### config.mk
export PLATFORM = sky130hd
export DESIGN_NAME = text_line_marquee_scroller_top
export DESIGN_NICKNAME = d
export VERILOG_FILES = /design/src/hdl/tlms_pkg.sv /design/src/hdl/text_line_marquee_scroller_top.sv /design/src/hdl/tlms_front.sv /design/src/hdl/tlms_fifo.sv /design/src/hdl/tlms_back.sv
export SDC_FILE = /design/constraint.sdc
export NUM_CORES = 1
export LEC_CHECK = 0
export BUFFER_PORTS_ARGS = -buffer_cell sky130_fd_sc_hd__buf_2
export CORE_MARGIN = 1
export CORE_UTILIZATION = 55
export DETAILED_ROUTE_END_ITERATION = 10
export HOLD_SLACK_MARGIN = 0.05
export PLACE_DENSITY = 0.77
export SLEW_MARGIN = 30
export SYNTH_ARGS = -nofsm -noshare
export SYNTH_HDL_FRONTEND = slang
export SYNTH_HIERARCHICAL = 1
export SYNTH_SLANG_ARGS = --single-unit
### constraint.sdc
create_clock -name aclk -period 7.5 [get_ports aclk]
set_input_delay 1.5 -clock aclk [delete_from_list [all_inputs] [get_ports aclk]]
set_output_delay 1.5 -clock aclk [all_outputs]
set_load 0.1 [all_outputs]
### src/hdl/tlms_pkg.sv
// Package for the marquee text scroller: shared constants, command word type
// and the fixed field widths. No dependencies.
`timescale 1ns / 1ps
`default_nettype none
package tlms_pkg;

    localparam int WINDOW_COLS = 16;
    localparam int MAX_TEXT    = 48;
    localparam int NUM_LINES   = 2;

    localparam int COL_W  = 4;
    localparam int LEN_W  = 6;
    localparam int POS_W  = 7;
    localparam int LINE_W = 1;
    localparam int ADDR_W = 7;
    localparam int STEP_W = 16;

    localparam logic [7:0]        SPACE_CHAR = 8'h20;
    localparam logic [STEP_W-1:0] STEP_RESET = 16'd400;
    localparam logic [STEP_W-1:0] TICK_MAX   = 16'hFFFF;

    localparam logic [0:0] REG_STEP = 1'b0;

    typedef enum logic [1:0] {
        OP_LOAD   = 2'd0,
        OP_COMMIT = 2'd1,
        OP_CLEAR  = 2'd2,
        OP_TICK   = 2'd3
    } op_t;

    typedef struct packed {
        op_t              op;
        logic [LINE_W-1:0] line;
        logic [5:0]       pos;
        logic [7:0]       char_code;
        logic [LEN_W-1:0] len;
    } cmd_t;

endpackage
`default_nettype wire

### src/hdl/text_line_marquee_scroller_top.sv
// Marquee scroller top level: a commit renders 16 characters, a tick 0, 16 or 32,
// at one character per cycle from the text store read stage unless m_ready stalls
// the output; the engine takes no new command until a render is through.
// Loads and clears are done in the render engine and produce no output.
// Synchronous active-low reset clears line lengths, positions, tick counts and
// the step register (400); the text store is not cleared and needs no pass.
`timescale 1ns / 1ps
`default_nettype none
module text_line_marquee_scroller_top (
    input  wire         aclk,
    input  wire         aresetn,
    input  wire         s_valid,
    output logic        s_ready,
    input  wire  [1:0]  s_opcode,
    input  wire  [0:0]  s_line_select,
    input  wire  [5:0]  s_text_position,
    input  wire  [7:0]  s_char_code,
    input  wire  [5:0]  s_text_length,
    output logic        m_valid,
    input  wire         m_ready,
    output logic [0:0]  m_row,
    output logic [3:0]  m_column,
    output logic [7:0]  m_glyph,
    output logic        m_last_of_run,
    input  wire         psel,
    input  wire         penable,
    input  wire         pwrite,
    input  wire  [2:0]  paddr,
    input  wire  [31:0] pwdata,
    output logic [31:0] prdata,
    output logic        pready
);

    logic [tlms_pkg::STEP_W-1:0] step_reg, step_next;
    logic                        cfg_wr;

    logic            f_valid, f_ready;
    tlms_pkg::cmd_t  f_cmd;
    logic            q_valid, q_ready;
    tlms_pkg::cmd_t  q_cmd;

    assign pready = 1'b1;
    assign cfg_wr = psel && penable && pwrite && (paddr[2] == tlms_pkg::REG_STEP);

    always_comb begin
        step_next = step_reg;
        if (cfg_wr) begin
            step_next = pwdata[tlms_pkg::STEP_W-1:0];
        end
    end

    always_ff @(posedge aclk) begin
        if (!aresetn) begin
            step_reg <= tlms_pkg::STEP_RESET;
        end else begin
            step_reg <= step_next;
        end
    end

    always_comb begin
        if (paddr[2] == tlms_pkg::REG_STEP) begin
            prdata = {16'd0, step_reg};
        end else begin
            prdata = '0;
        end
    end

    tlms_front u_front (
        .aclk            (aclk),
        .aresetn         (aresetn),
        .s_valid         (s_valid),
        .s_ready         (s_ready),
        .s_opcode        (s_opcode),
        .s_line_select   (s_line_select),
        .s_text_position (s_text_position),
        .s_char_code     (s_char_code),
        .s_text_length   (s_text_length),
        .cmd_valid       (f_valid),
        .cmd_ready       (f_ready),
        .cmd             (f_cmd)
    );

    tlms_fifo u_fifo (
        .aclk     (aclk),
        .aresetn  (aresetn),
        .wr_valid (f_valid),
        .wr_ready (f_ready),
        .wr_data  (f_cmd),
        .rd_valid (q_valid),
        .rd_ready (q_ready),
        .rd_data  (q_cmd)
    );

    tlms_back u_back (
        .aclk          (aclk),
        .aresetn       (aresetn),
        .step_ticks    (step_reg),
        .cmd_valid     (q_valid),
        .cmd_ready     (q_ready),
        .cmd           (q_cmd),
        .m_valid       (m_valid),
        .m_ready       (m_ready),
        .m_row         (m_row),
        .m_column      (m_column),
        .m_glyph       (m_glyph),
        .m_last_of_run (m_last_of_run)
    );

endmodule
`default_nettype wire

### src/hdl/tlms_front.sv
// Front end: accepts input words, drops loads outside the text store, caps
// commit lengths and hands decoded commands on. Depends on tlms_pkg.
`timescale 1ns / 1ps
`default_nettype none
module tlms_front (
    input  wire               aclk,
    input  wire               aresetn,
    input  wire               s_valid,
    output logic              s_ready,
    input  wire  [1:0]        s_opcode,
    input  wire  [0:0]        s_line_select,
    input  wire  [5:0]        s_text_position,
    input  wire  [7:0]        s_char_code,
    input  wire  [5:0]        s_text_length,
    output logic              cmd_valid,
    input  wire               cmd_ready,
    output tlms_pkg::cmd_t    cmd
);

    logic            slot_valid_reg, slot_valid_next;
    tlms_pkg::cmd_t  slot_reg;
    tlms_pkg::cmd_t  decoded;
    logic            keep;
    logic            accept;

    always_comb begin
        decoded.op        = tlms_pkg::op_t'(s_opcode);
        decoded.line      = s_line_select;
        decoded.pos       = s_text_position;
        decoded.char_code = s_char_code;
        if (s_text_length > 6'(tlms_pkg::MAX_TEXT)) begin
            decoded.len = 6'(tlms_pkg::MAX_TEXT);
        end else begin
            decoded.len = s_text_length;
        end
        // A load beyond the store has no effect and produces no output.
        keep = !((decoded.op == tlms_pkg::OP_LOAD) &&
                 (s_text_position >= 6'(tlms_pkg::MAX_TEXT)));
    end

    assign s_ready   = !slot_valid_reg || cmd_ready;
    assign accept    = s_valid && s_ready;
    assign cmd_valid = slot_valid_reg;
    assign cmd       = slot_reg;

    always_comb begin
        slot_valid_next = slot_valid_reg;
        if (accept) begin
            slot_valid_next = keep;
        end else if (cmd_ready) begin
            slot_valid_next = 1'b0;
        end
    end

    always_ff @(posedge aclk) begin
        if (!aresetn) begin
            slot_valid_reg <= 1'b0;
        end else begin
            slot_valid_reg <= slot_valid_next;
        end
    end

    always_ff @(posedge aclk) begin
        if (accept) begin
            slot_reg <= decoded;
        end
    end

endmodule
`default_nettype wire

### src/hdl/tlms_fifo.sv
// Four-entry command queue between the front end and the render engine.
// Depends on tlms_pkg.
`timescale 1ns / 1ps
`default_nettype none
module tlms_fifo (
    input  wire                   aclk,
    input  wire                   aresetn,
    input  wire                   wr_valid,
    output logic                  wr_ready,
    input  wire  tlms_pkg::cmd_t  wr_data,
    output logic                  rd_valid,
    input  wire                   rd_ready,
    output tlms_pkg::cmd_t        rd_data
);

    localparam int DEPTH = 4;
    localparam int IDX_W = 2;

    tlms_pkg::cmd_t       entry_reg [DEPTH];
    logic [IDX_W:0]       wr_ptr_reg, wr_ptr_next;
    logic [IDX_W:0]       rd_ptr_reg, rd_ptr_next;
    logic                 full;
    logic                 empty;
    logic                 push;
    logic                 pop;

    assign empty    = (wr_ptr_reg == rd_ptr_reg);
    assign full     = (wr_ptr_reg[IDX_W] != rd_ptr_reg[IDX_W]) &&
                      (wr_ptr_reg[IDX_W-1:0] == rd_ptr_reg[IDX_W-1:0]);
    assign wr_ready = !full;
    assign rd_valid = !empty;
    assign push     = wr_valid && !full;
    assign pop      = rd_ready && !empty;
    assign rd_data  = entry_reg[rd_ptr_reg[IDX_W-1:0]];

    assign wr_ptr_next = wr_ptr_reg + (IDX_W+1)'(push);
    assign rd_ptr_next = rd_ptr_reg + (IDX_W+1)'(pop);

    always_ff @(posedge aclk) begin
        if (!aresetn) begin
            wr_ptr_reg <= '0;
            rd_ptr_reg <= '0;
        end else begin
            wr_ptr_reg <= wr_ptr_next;
            rd_ptr_reg <= rd_ptr_next;
        end
    end

    always_ff @(posedge aclk) begin
        if (push) begin
            entry_reg[wr_ptr_reg[IDX_W-1:0]] <= wr_data;
        end
    end

endmodule
`default_nettype wire

### src/hdl/tlms_back.sv
// Render engine: holds the text store and per-line state, executes commands
// and streams rendered characters through a read stage and an output
// register. Depends on tlms_pkg.
`timescale 1ns / 1ps
`default_nettype none
module tlms_back (
    input  wire                                 aclk,
    input  wire                                 aresetn,
    input  wire  [tlms_pkg::STEP_W-1:0]         step_ticks,
    input  wire                                 cmd_valid,
    output logic                                cmd_ready,
    input  wire  tlms_pkg::cmd_t                cmd,
    output logic                                m_valid,
    input  wire                                 m_ready,
    output logic [0:0]                          m_row,
    output logic [3:0]                          m_column,
    output logic [7:0]                          m_glyph,
    output logic                                m_last_of_run
);

    localparam int NL = tlms_pkg::NUM_LINES;

    typedef enum logic [1:0] {
        ST_IDLE   = 2'b01,
        ST_RENDER = 2'b10
    } state_t;

    state_t state_reg, state_next;

    logic [tlms_pkg::LEN_W-1:0]  len_reg  [NL];
    logic [tlms_pkg::LEN_W-1:0]  len_next [NL];
    logic [tlms_pkg::POS_W-1:0]  pos_reg  [NL];
    logic [tlms_pkg::POS_W-1:0]  pos_next [NL];
    logic [tlms_pkg::STEP_W-1:0] elap_reg  [NL];
    logic [tlms_pkg::STEP_W-1:0] elap_next [NL];
    logic [NL-1:0]               pend_reg, pend_next;
    logic [tlms_pkg::LINE_W-1:0] line_reg, line_next;
    logic [tlms_pkg::COL_W-1:0]  col_reg, col_next;

    logic [7:0] text_mem [NL * tlms_pkg::MAX_TEXT];
    logic [7:0] rd_data_reg;

    // Read stage and output register.
    logic                        b_valid_reg, b_valid_next;
    logic                        b_space_reg;
    logic [tlms_pkg::LINE_W-1:0] b_row_reg;
    logic [tlms_pkg::COL_W-1:0]  b_col_reg;
    logic                        b_last_reg;
    logic                        c_valid_reg, c_valid_next;
    logic [tlms_pkg::LINE_W-1:0] c_row_reg;
    logic [tlms_pkg::COL_W-1:0]  c_col_reg;
    logic [7:0]                  c_glyph_reg;
    logic                        c_last_reg;

    logic                        pop;
    logic                        mem_wr;
    logic [tlms_pkg::ADDR_W-1:0] wr_addr;
    logic                        issue;
    logic                        b_move;
    logic                        last_col;
    logic [tlms_pkg::LEN_W-1:0]  cur_len;
    logic [tlms_pkg::POS_W-1:0]  cur_pos;
    logic [tlms_pkg::POS_W-1:0]  span;
    logic [tlms_pkg::POS_W-1:0]  sum;
    logic [tlms_pkg::POS_W-1:0]  idx;
    logic                        is_space;
    logic [tlms_pkg::ADDR_W-1:0] rd_addr;
    logic [NL-1:0]               pend_rest;
    logic [tlms_pkg::LINE_W-1:0] rest_first;
    logic [NL-1:0]               fire;
    logic [tlms_pkg::LINE_W-1:0] fire_first;
    logic [tlms_pkg::STEP_W-1:0] elap_inc [NL];
    logic [tlms_pkg::POS_W-1:0]  wrap_pos [NL];
    logic [tlms_pkg::POS_W-1:0]  line_span [NL];

    assign cmd_ready = (state_reg == ST_IDLE);
    assign pop       = cmd_valid && cmd_ready;
    assign mem_wr    = pop && (cmd.op == tlms_pkg::OP_LOAD);
    assign wr_addr   = tlms_pkg::ADDR_W'(cmd.line) * tlms_pkg::ADDR_W'(tlms_pkg::MAX_TEXT) +
                       tlms_pkg::ADDR_W'(cmd.pos);

    assign b_move   = b_valid_reg && (!c_valid_reg || m_ready);
    assign issue    = (state_reg == ST_RENDER) && (!b_valid_reg || b_move);
    assign last_col = (col_reg == tlms_pkg::COL_W'(tlms_pkg::WINDOW_COLS - 1));

    // Window index of the current column, wrapped once around the scroll span.
    always_comb begin
        cur_len = len_reg[line_reg];
        cur_pos = pos_reg[line_reg];
        span    = tlms_pkg::POS_W'(cur_len) + tlms_pkg::POS_W'(tlms_pkg::WINDOW_COLS);
        sum     = cur_pos + tlms_pkg::POS_W'(col_reg);
        if (cur_len <= tlms_pkg::LEN_W'(tlms_pkg::WINDOW_COLS)) begin
            idx = tlms_pkg::POS_W'(col_reg);
        end else if (sum >= span) begin
            idx = sum - span;
        end else begin
            idx = sum;
        end
        is_space = (idx >= tlms_pkg::POS_W'(cur_len));
        rd_addr  = tlms_pkg::ADDR_W'(line_reg) * tlms_pkg::ADDR_W'(tlms_pkg::MAX_TEXT) +
                   tlms_pkg::ADDR_W'(idx[tlms_pkg::LEN_W-1:0]);
    end

    // Lines still waiting to be rendered after the current one.
    always_comb begin
        pend_rest = pend_reg;
        pend_rest[line_reg] = 1'b0;
        rest_first = '0;
        for (int l = NL - 1; l >= 0; l--) begin
            if (pend_rest[l]) begin
                rest_first = tlms_pkg::LINE_W'(l);
            end
        end
    end

    // Tick evaluation for every line, using the incremented counts.
    always_comb begin
        fire_first = '0;
        for (int l = 0; l < NL; l++) begin
            if (elap_reg[l] != tlms_pkg::TICK_MAX) begin
                elap_inc[l] = elap_reg[l] + 16'd1;
            end else begin
                elap_inc[l] = elap_reg[l];
            end
            fire[l] = (len_reg[l] > tlms_pkg::LEN_W'(tlms_pkg::WINDOW_COLS)) &&
                      (elap_inc[l] >= step_ticks);
            line_span[l] = tlms_pkg::POS_W'(len_reg[l]) +
                           tlms_pkg::POS_W'(tlms_pkg::WINDOW_COLS);
            if (pos_reg[l] + 7'd1 >= line_span[l]) begin
                wrap_pos[l] = pos_reg[l] + 7'd1 - line_span[l];
            end else begin
                wrap_pos[l] = pos_reg[l] + 7'd1;
            end
        end
        for (int l = NL - 1; l >= 0; l--) begin
            if (fire[l]) begin
                fire_first = tlms_pkg::LINE_W'(l);
            end
        end
    end

    always_comb begin
        state_next = state_reg;
        pend_next  = pend_reg;
        line_next  = line_reg;
        col_next   = col_reg;
        for (int l = 0; l < NL; l++) begin
            len_next[l]  = len_reg[l];
            pos_next[l]  = pos_reg[l];
            elap_next[l] = elap_reg[l];
        end
        case (state_reg)
            ST_IDLE: begin
                if (pop) begin
                    case (cmd.op)
                        tlms_pkg::OP_COMMIT: begin
                            len_next[cmd.line]  = cmd.len;
                            pos_next[cmd.line]  = '0;
                            elap_next[cmd.line] = '0;
                            pend_next           = '0;
                            pend_next[cmd.line] = 1'b1;
                            line_next           = cmd.line;
                            col_next            = '0;
                            state_next          = ST_RENDER;
                        end
                        tlms_pkg::OP_CLEAR: begin
                            for (int l = 0; l < NL; l++) begin
                                len_next[l] = '0;
                                pos_next[l] = '0;
                            end
                        end
                        tlms_pkg::OP_TICK: begin
                            for (int l = 0; l < NL; l++) begin
                                if (fire[l]) begin
                                    elap_next[l] = '0;
                                    pos_next[l]  = wrap_pos[l];
                                end else begin
                                    elap_next[l] = elap_inc[l];
                                end
                            end
                            pend_next = fire;
                            line_next = fire_first;
                            col_next  = '0;
                            if (fire != '0) begin
                                state_next = ST_RENDER;
                            end
                        end
                        default: begin
                        end
                    endcase
                end
            end
            ST_RENDER: begin
                if (issue) begin
                    col_next = col_reg + tlms_pkg::COL_W'(1);
                    if (last_col) begin
                        pend_next = pend_rest;
                        line_next = rest_first;
                        if (pend_rest == '0) begin
                            state_next = ST_IDLE;
                        end
                    end
                end
            end
            default: begin
                state_next = ST_IDLE;
            end
        endcase
    end

    always_comb begin
        b_valid_next = b_valid_reg;
        if (issue) begin
            b_valid_next = 1'b1;
        end else if (b_move) begin
            b_valid_next = 1'b0;
        end
        c_valid_next = c_valid_reg;
        if (b_move) begin
            c_valid_next = 1'b1;
        end else if (m_ready) begin
            c_valid_next = 1'b0;
        end
    end

    always_ff @(posedge aclk) begin
        if (!aresetn) begin
            state_reg   <= ST_IDLE;
            pend_reg    <= '0;
            line_reg    <= '0;
            col_reg     <= '0;
            b_valid_reg <= 1'b0;
            c_valid_reg <= 1'b0;
            for (int l = 0; l < NL; l++) begin
                len_reg[l]  <= '0;
                pos_reg[l]  <= '0;
                elap_reg[l] <= '0;
            end
        end else begin
            state_reg   <= state_next;
            pend_reg    <= pend_next;
            line_reg    <= line_next;
            col_reg     <= col_next;
            b_valid_reg <= b_valid_next;
            c_valid_reg <= c_valid_next;
            for (int l = 0; l < NL; l++) begin
                len_reg[l]  <= len_next[l];
                pos_reg[l]  <= pos_next[l];
                elap_reg[l] <= elap_next[l];
            end
        end
    end

    always_ff @(posedge aclk) begin
        if (mem_wr) begin
            text_mem[wr_addr] <= cmd.char_code;
        end
        if (issue) begin
            rd_data_reg <= text_mem[rd_addr];
        end
    end

    always_ff @(posedge aclk) begin
        if (issue) begin
            b_space_reg <= is_space;
            b_row_reg   <= line_reg;
            b_col_reg   <= col_reg;
            b_last_reg  <= last_col && (pend_rest == '0);
        end
        if (b_move) begin
            c_row_reg   <= b_row_reg;
            c_col_reg   <= b_col_reg;
            c_glyph_reg <= b_space_reg ? tlms_pkg::SPACE_CHAR : rd_data_reg;
            c_last_reg  <= b_last_reg;
        end
    end

    assign m_valid       = c_valid_reg;
    assign m_row         = c_row_reg;
    assign m_column      = c_col_reg;
    assign m_glyph       = c_glyph_reg;
    assign m_last_of_run = c_last_reg;

endmodule
`default_nettype wire
==> results of run 1 <==
[cells in the mapped netlist (45+ instances only)]
cell	count	area share, %
sky130_fd_sc_hd__a21oi_1	70	0.81
sky130_fd_sc_hd__a311oi_1	75	1.5
sky130_fd_sc_hd__a31oi_1	67	0.96
sky130_fd_sc_hd__and3_1	119	1.7
sky130_fd_sc_hd__buf_2	71	0.82
sky130_fd_sc_hd__clkbuf_1	75	0.65
sky130_fd_sc_hd__dfxtp_1	93	4.3
sky130_fd_sc_hd__edfxtp_1	912	63
sky130_fd_sc_hd__ha_1	83	2.4
sky130_fd_sc_hd__inv_1	63	0.54
sky130_fd_sc_hd__mux2i_1	130	3.0
sky130_fd_sc_hd__nand2_1	682	5.9
sky130_fd_sc_hd__nand3_1	90	1.0
sky130_fd_sc_hd__nor2_1	153	1.3
sky130_fd_sc_hd__nor2b_1	84	1.2
sky130_fd_sc_hd__o21ai_0	45	0.52
[kinds of logic after synthesis]
logic type / Yosys count
AOI/OAI and AO/OA: 435
xor gates and xnor gates: 55
adders and majority gates: 90
buffers and inverters: 261
DFF: 1005
muxes: 184
other: 2
and+or+nand+nor: 1261
[metal layers]
| layer | vias up | GRT usage, % |
|---|---|---|
| li1 | 12329 | - |
| met2 | 1461 | 40.44 |
| met3 | 225 | 4.404 |
| met5 | - | 0 |
| met4 | 2 | 9.568 |
| met1 | 13506 | 34.45 |
[power breakdown]
part | total (uW) | switching [uW] | internal, uW
clock network | 4740 | 2040 | 2700
logic | 2700 | 1920 | 781
registers | 6650 | 76.3 | 6570
[area by class of cell]
cell class	count	share of cell area (%)
clock buffer	121	5.371
clock inverter	51	1.059
inverter	67	0.5466
multi-input combinational	2042	27.38
sequential	1005	61.13
tap	1040	2.720
timing repair buffer	117	1.794
[critical path, cell delays in order, from the launching register on]
cell	delay (ps)
sky130_fd_sc_hd__dfxtp_1	350
sky130_fd_sc_hd__buf_4	270
sky130_fd_sc_hd__mux2_2	380
sky130_fd_sc_hd__ha_1	200
sky130_fd_sc_hd__a21o_1	150
sky130_fd_sc_hd__a21oi_1	210
sky130_fd_sc_hd__nor2b_1	80
sky130_fd_sc_hd__o21bai_1	160
sky130_fd_sc_hd__xor2_1	220
sky130_fd_sc_hd__ha_1	320
sky130_fd_sc_hd__a21oi_1	220
sky130_fd_sc_hd__nand2_1	110
sky130_fd_sc_hd__a211oi_2	510
sky130_fd_sc_hd__or2_1	290
sky130_fd_sc_hd__a311o_1	220
sky130_fd_sc_hd__buf_4	400
sky130_fd_sc_hd__clkinv_1	640
sky130_fd_sc_hd__nor2_1	680
sky130_fd_sc_hd__a31oi_1	340
sky130_fd_sc_hd__a211oi_1	720
sky130_fd_sc_hd__or4_1	210
[final timing paths]
check	start	end	cells after the start
setup reg to reg	register	u_back/rd_data_reg[2]	20
setup / recovery	register	u_back/rd_data_reg[2]	20
hold reg to reg	u_back/b_col_reg[2]	u_back/m_column[2]	0
hold / removal	u_back/b_col_reg[2]	u_back/m_column[2]	0
[metrics by stage]
step | cell area (um2) | power, uW | std cells
floorplan | 43530 | 8497 | 3308
global placement | 44600 | 9283 | 4264
detailed placement | 44700 | 9369 | 4268
CTS | 47780 | 14060 | 4440
global route | 47840 | 14520 | 4443
finish | 47840 | 14080 | 4443
==> summary.md, run 1 <==
Outcome
• **status** complete, no violations

Logic synthesis
• **number of unique standard cell types used by synthesis** 81
• **warnings from Yosys** 6
• **Adder-Cell Fraction of Synth Area** 2.688%
• **area share of and/or/nand/nor cells after synthesis** 13.18%
• **Post-Synthesis Mean Instance Area** 13.20 um2
• **Syn Std Cell Area** 43480 um2
• **largest family of logic cells by synthesized area** simple AND/OR/NAND/NOR gates
• **Synth Register Bits** 1005
• **commonest register cell after synthesis** sky130_fd_sc_hd__edfxtp_1
• **number of instances in the synthesized netlist** 3293
• **synthesized-area fraction occupied by ao, oa, aoi and oai cells** 7.178%
• **parity-gate share of the synthesized area counting xor and xnor cells** 1.108%
• **count of flip-flops with a built-in enable after synthesis** 912
• **async set or reset register ratio after synthesis** 0%
• **proportion of synthesized area in mux cells** 5.583%
• **sequential area share after synthesis** 67.27%

Routing
• **via count** 27523
• **DRC errors left** 0
• **wire length on met2** 48480 um
• **vias per cell** 6.195
• **count of TritonRoute iterations in the first routing pass** 6
• **number of nets with antenna violations after routing** 0
• **wire length on met1** 41120 um
• **drt initial violations** 3221
• **highest metal layer with signal wires** met5
• **met3 routed WL** 9709 um
• **Final Routed Wirelength** 102900 um
• **WL per Instance** 23.16 um

Global route
• **number of global-route vias before repair** 26630
• **largest net degree at the start of global routing** 193
• **global-route total usage across every layer** 25.18%
• **antenna violations before repair** 1
• **sum of overflow across all layers after global routing** 0
• **wire length of the first global-routing pass** 155700 um

Floorplan
• **Starting Density** 55.85%
• **Core Region** 77850 um2
• **chip height** 283.2 um
• **horizontal extent of the die** 283.2 um
• **cell row count** 102
• **DIE AREA** 80170 um2
• **I/O pin count** 114

Finish
• **ratio of cells with drive above 1 in the final layout** 10.08%
• **Antenna Diode Count** 0
• **utilization of the core after routing** 61.46%
• **most frequent cells in the layout** sky130_fd_sc_hd__edfxtp_1 (912), sky130_fd_sc_hd__nand2_1 (681), sky130_fd_sc_hd__nor2_1 (152)
• **most common cell after layout, fill and taps aside** sky130_fd_sc_hd__edfxtp_1
• **# nets final** 3484
• **register area** 29250 um2
• **area of combinational cells with multiple inputs** 13100 um2
• **Fill cells** 5663
• **Layout Area Growth over Synthesis** 10.05%
• **number of flip-flops in the largest register** 768

Placement
• **placer's final routability congestion estimate** 0.8967
• **number of port buffers** 78
• **Final HPWL DP** 62610 um
• **worst slack at placement** 989.9 ps

CTS
• **register clock-pin slew on the reported worst setup and hold paths** 60 ps
• **total CTS buffers** 97
• **clk buf depth** 3
• **deepest level of the CTS H-tree** 3
• **TritonCTS clock tree** yes
• **cells resized by post-CTS repair** 0
• **number of setup buffers added after CTS** 0
• **CTS Root Cell** sky130_fd_sc_hd__clkbuf_16
• **latest clock arrival within the worst-skew pair** 660 ps
• **post-cts hold buffer count** 0
• **count of clock tree sinks** 1005

Timing
• **number of setup violations in the final report** 0
• **skew final** 33.14 ps
• **final worst path period share** 90.97%
• **hold violation count in the final report** 0
• **RSZ-0062 raised after global routing** no
• **Hold Slack** 421.3 ps
• **Final Slew Violations** 0
• **Worst slew margin** 26.50%
• **final period demand of the worst path** 6823 ps
• **max frequency** 146.6 MHz
• **Final WS setup** 677.0 ps
• **Fin Setup TNS** 0 ps
• **Slew @ Worst Pin** 1100 ps

Setup path
• **setup slack on the worst flop-to-flop path** 680 ps
• **Crit Path Max Fanout** 24
• **Worst Setup Path Type** reg -> reg
• **category of the worst setup path launch point** register
• **Crit. End Element** register
• **data required time at the worst endpoint** 8020 ps
• **Arr. time, crit path** 7340 ps

Pwr
• **Peak supply drop** 168.2 uV
• **cell leakage power** 0.01686 uW
• **power density over the cells** 294.4 nW/um2

Hold path
• **Worst Hold Class** reg -> reg

Run
• **Max Cap Violations** 0

Note: power is estimated with default switching activity, not from simulation.
==> run 2, diff against run 1 <==
Settings changed: SYNTH_HIERARCHICAL 1 to unset.
==> summary.md, run 2 <==
Outcome
• **status** complete, no violations

CTS
• **register clock-pin slew on the reported worst setup and hold paths** 60 ps, about the same
• **clk buf depth** 3, unchanged
• **deepest level of the CTS H-tree** 3, unchanged
• **CTS Root Cell** sky130_fd_sc_hd__clkbuf_16
• **cells resized by post-CTS repair** 0, unchanged
• **total CTS buffers** 99, +2.1%
• **latest clock arrival within the worst-skew pair** 680 ps, +20 ps
• **number of setup buffers added after CTS** 0, unchanged
• **TritonCTS clock tree** yes
• **count of clock tree sinks** 1005, unchanged
• **post-cts hold buffer count** 0, unchanged

Logic synthesis
• **Post-Synthesis Mean Instance Area** 12.99 um2, -1.6%
• **most instantiated cells after synthesis** sky130_fd_sc_hd__edfxtp_1 (912), sky130_fd_sc_hd__nand2_1 (638), sky130_fd_sc_hd__nor2_1 (174), sky130_fd_sc_hd__mux2i_1 (112), sky130_fd_sc_hd__nand3_1 (107)
• **async set or reset register ratio after synthesis** 0%, unchanged
• **cell taking the most area after synthesis** sky130_fd_sc_hd__edfxtp_1
• **count leader, synth** sky130_fd_sc_hd__edfxtp_1
• **Syn Std Cell Area** 43670 um2, +0.44%
• **Synth Register Bits** 1005, unchanged
• **sequential area share after synthesis** 66.98%, -0.29 points
• **commonest register cell after synthesis** sky130_fd_sc_hd__edfxtp_1
• **warnings from Yosys** 0, -6
• **count of flip-flops with a built-in enable after synthesis** 912, unchanged
• **cells taking the most area after synthesis** sky130_fd_sc_hd__edfxtp_1 (63%), sky130_fd_sc_hd__nand2_1 (5.5%), sky130_fd_sc_hd__dfxtp_1 (4.3%)
• **number of instances in the synthesized netlist** 3361, +2.1%
• **number of unique standard cell types used by synthesis** 76, -6.2%
• **Yosys top cell area share** 62.72%, -0.28 points

Global route
• **number of global-route vias before repair** 26217, -1.6%
• **wire length of the first global-routing pass** 155800 um, about the same
• **largest net degree at the start of global routing** 138, -28%
• **antenna violations before repair** 1, unchanged
• **sum of overflow across all layers after global routing** 0, unchanged
• **global-route total usage across every layer** 25.20%, about the same

Timing
• **final period demand of the worst path** 6786 ps, -37.28 ps
• **RSZ-0062 raised after global routing** no
• **Final WS setup** 714.2 ps, +37.28 ps
• **skew final** 46.06 ps, +12.92 ps
• **Worst slew margin** 24.75%, -1.8 points
• **number of setup violations in the final report** 0, unchanged
• **max frequency** 147.4 MHz, +0.55%
• **Fin Setup TNS** 0 ps, unchanged
• **Slew @ Worst Pin** 1126 ps, +26.24 ps
• **hold violation count in the final report** 0, unchanged
• **final worst path period share** 90.48%, -0.50 points
• **Final Slew Violations** 0, unchanged

Routing
• **drt initial violations** 3442, +6.9%
• **DRC errors left** 0, unchanged
• **count of TritonRoute iterations in the first routing pass** 6, unchanged
• **via count** 27939, +1.5%
• **vias per cell** 6.176, -0.31%
• **WL per Instance** 22.82 um, -1.5%
• **number of nets with antenna violations after routing** 0, unchanged
• **Final Routed Wirelength** 103200 um, +0.34%

Floorplan
• **Starting Density** 56.00%, +0.15 points
• **chip height** 283.8 um, +0.22%
• **horizontal extent of the die** 283.8 um, +0.22%
• **I/O pin count** 114, unchanged
• **cell row count** 102, unchanged
• **DIE AREA** 80530 um2, +0.44%
• **Core Region** 77980 um2, +0.16%

Setup path
• **Crit Path Max Fanout** 61, +150%
• **capturing instance or port of the critical path** u_back.rd_data_reg[2]
• **Arr. time, crit path** 7120 ps, -220 ps
• **capture instance of the worst register-to-register path** u_back.rd_data_reg[2]
• **category of the worst setup path launch point** register
• **setup slack on the worst flop-to-flop path** 710 ps, +40 ps
• **Worst Setup Path Type** reg -> reg
• **Crit. End Element** register
• **data required time at the worst endpoint** 7830 ps, -190 ps
• **depth of the worst register-to-register path** 21, +5.0%

Finish
• **Layout Area Growth over Synthesis** 10.59%
• **most frequent cells in the layout** sky130_fd_sc_hd__edfxtp_1 (912), sky130_fd_sc_hd__nand2_1 (633), sky130_fd_sc_hd__nor2_1 (171)
• **ratio of cells with drive above 1 in the final layout** 10.10%, +0.024 points
• **number of flip-flops in the largest register** 768, unchanged
• **final non-filler cell total** 4524, +1.8%
• **most common cell after layout, fill and taps aside** sky130_fd_sc_hd__edfxtp_1
• **Antenna Diode Count** 0, unchanged
• **# nets final** 3564, +2.3%

Pwr
• **Peak supply drop** 225.5 uV, +34%
• **total power of the final layout** 14590 uW, +3.6%
• **power density over the cells** 302.2 nW/um2, +2.7%
• **cell leakage power** 0.01655 uW, -1.9%

Placement
• **number of placed instances with taps included** 4346, +1.8%
• **Final HPWL DP** 63310 um, +1.1%
• **number of port buffers** 78, unchanged
• **placer's final routability congestion estimate** 0.9176, +2.3%
• **worst slack at placement** 889.0 ps, -101.0 ps

Hold path
• **Worst Hold Class** reg -> reg

Run
• **Max Cap Violations** 0, unchanged

-- run 2: cell types whose count changed in the layout (fill, tap and decap cells not counted), moves of 20 or more --
cell / change
sky130_fd_sc_hd__a21boi_0: +20
sky130_fd_sc_hd__and3_1: -38
sky130_fd_sc_hd__and2_0: +32
sky130_fd_sc_hd__nand2_1: -48
sky130_fd_sc_hd__nor2b_1: -21
sky130_fd_sc_hd__a211oi_1: +42
sky130_fd_sc_hd__nor3_1: +25
-- run 2: cell type report --
class | count | area, um2
multi-input cells | 2109 | 13270
clock inverters | 56 | 603.1
repair buffers | 133 | 1021
well taps | 1040 | 1301
fillers | 5651 | 29690
inverters | 60 | 234.0
clock buffers | 121 | 2611
flip-flops and latches | 1005 | 29250
-- run 2: logic make-up (layout without fill, tap and decap cells) --
logic type,after synthesis,count (layout),share of synthesized area [%]
AO/OA/AOI/OAI,536,536,8.877
other,2,17,0.01720
AND/OR/NAND/NOR,1258,1258,13.02
XOR/XNOR,51,51,1.023
adder cells (fa/ha/maj),92,92,2.734
flip-flops,1005,1005,66.98
buffers and inverters,262,370,2.948
multiplexers,155,155,4.398
-- run 2: power breakdown --
group          switching, uW  leakage [uW]  internal [uW]
clock network           2110       0.00156           2830
logic                   2100       0.00602            868
registers               89.0       0.00897           6610
total                   4290        0.0165          10300
-- run 2: critical path: stages, from the launching register on --
cell	delay (ps)
sky130_fd_sc_hd__dfxtp_1	300
sky130_fd_sc_hd__buf_4	250
sky130_fd_sc_hd__mux2_2	240
sky130_fd_sc_hd__ha_1	170
sky130_fd_sc_hd__inv_1	60
sky130_fd_sc_hd__fa_1	420
sky130_fd_sc_hd__nand2b_1	160
sky130_fd_sc_hd__a21oi_1	190
sky130_fd_sc_hd__xnor2_1	210
sky130_fd_sc_hd__ha_1	350
sky130_fd_sc_hd__a21o_1	200
sky130_fd_sc_hd__a211oi_1	370
sky130_fd_sc_hd__o21a_1	260
sky130_fd_sc_hd__o211ai_2	160
sky130_fd_sc_hd__nand2_2	120
sky130_fd_sc_hd__buf_4	540
sky130_fd_sc_hd__nand3_2	460
sky130_fd_sc_hd__buf_4	360
sky130_fd_sc_hd__o221ai_1	200
sky130_fd_sc_hd__a21oi_1	110
sky130_fd_sc_hd__nor4_1	870
sky130_fd_sc_hd__o311ai_1	410
-- run 2: how the worst min path moves through the flow --
| stage | start | to | slack (ps) | depth (start not counted) |
|---|---|---|---|---|
| finish | u_back.b_col_reg[3] | u_back.m_column[3] | 420 | 0 |
| global route | u_back.b_col_reg[0] | u_back.m_column[0] | 430 | 0 |
| CTS | u_back.b_row_reg | u_back.m_row | 430 | 0 |
| detailed placement | u_back.b_col_reg[0] | u_back.m_column[0] | 420 | 0 |
| global placement | u_back.b_row_reg | u_back.m_row | 400 | 0 |
| floorplan | u_back.b_col_reg[0] | u_back.m_column[0] | 400 | 0 |
-- run 2: metal layers --
metal	global-route usage (%)	wire [um]	up-vias
met4	9.892	3904	2
met2	39.58	48210	1483
met3	4.236	10200	241
li1	-	-	12647
met1	35.22	40910	13566
met5	0	13	-
-- run 2: per-stage QoR --
stage | hold WS [ps] | utilization [%] | cell area, um2
after floorplan | 400.3 | - | 43720
after global placement | 405.0 | 57.51 | 44840
after detailed placement | 415.1 | 57.77 | 45040
after CTS | 426.1 | 61.89 | 48260
after global routing | 433.0 | 61.93 | 48290
final | 423.5 | 61.93 | 48290
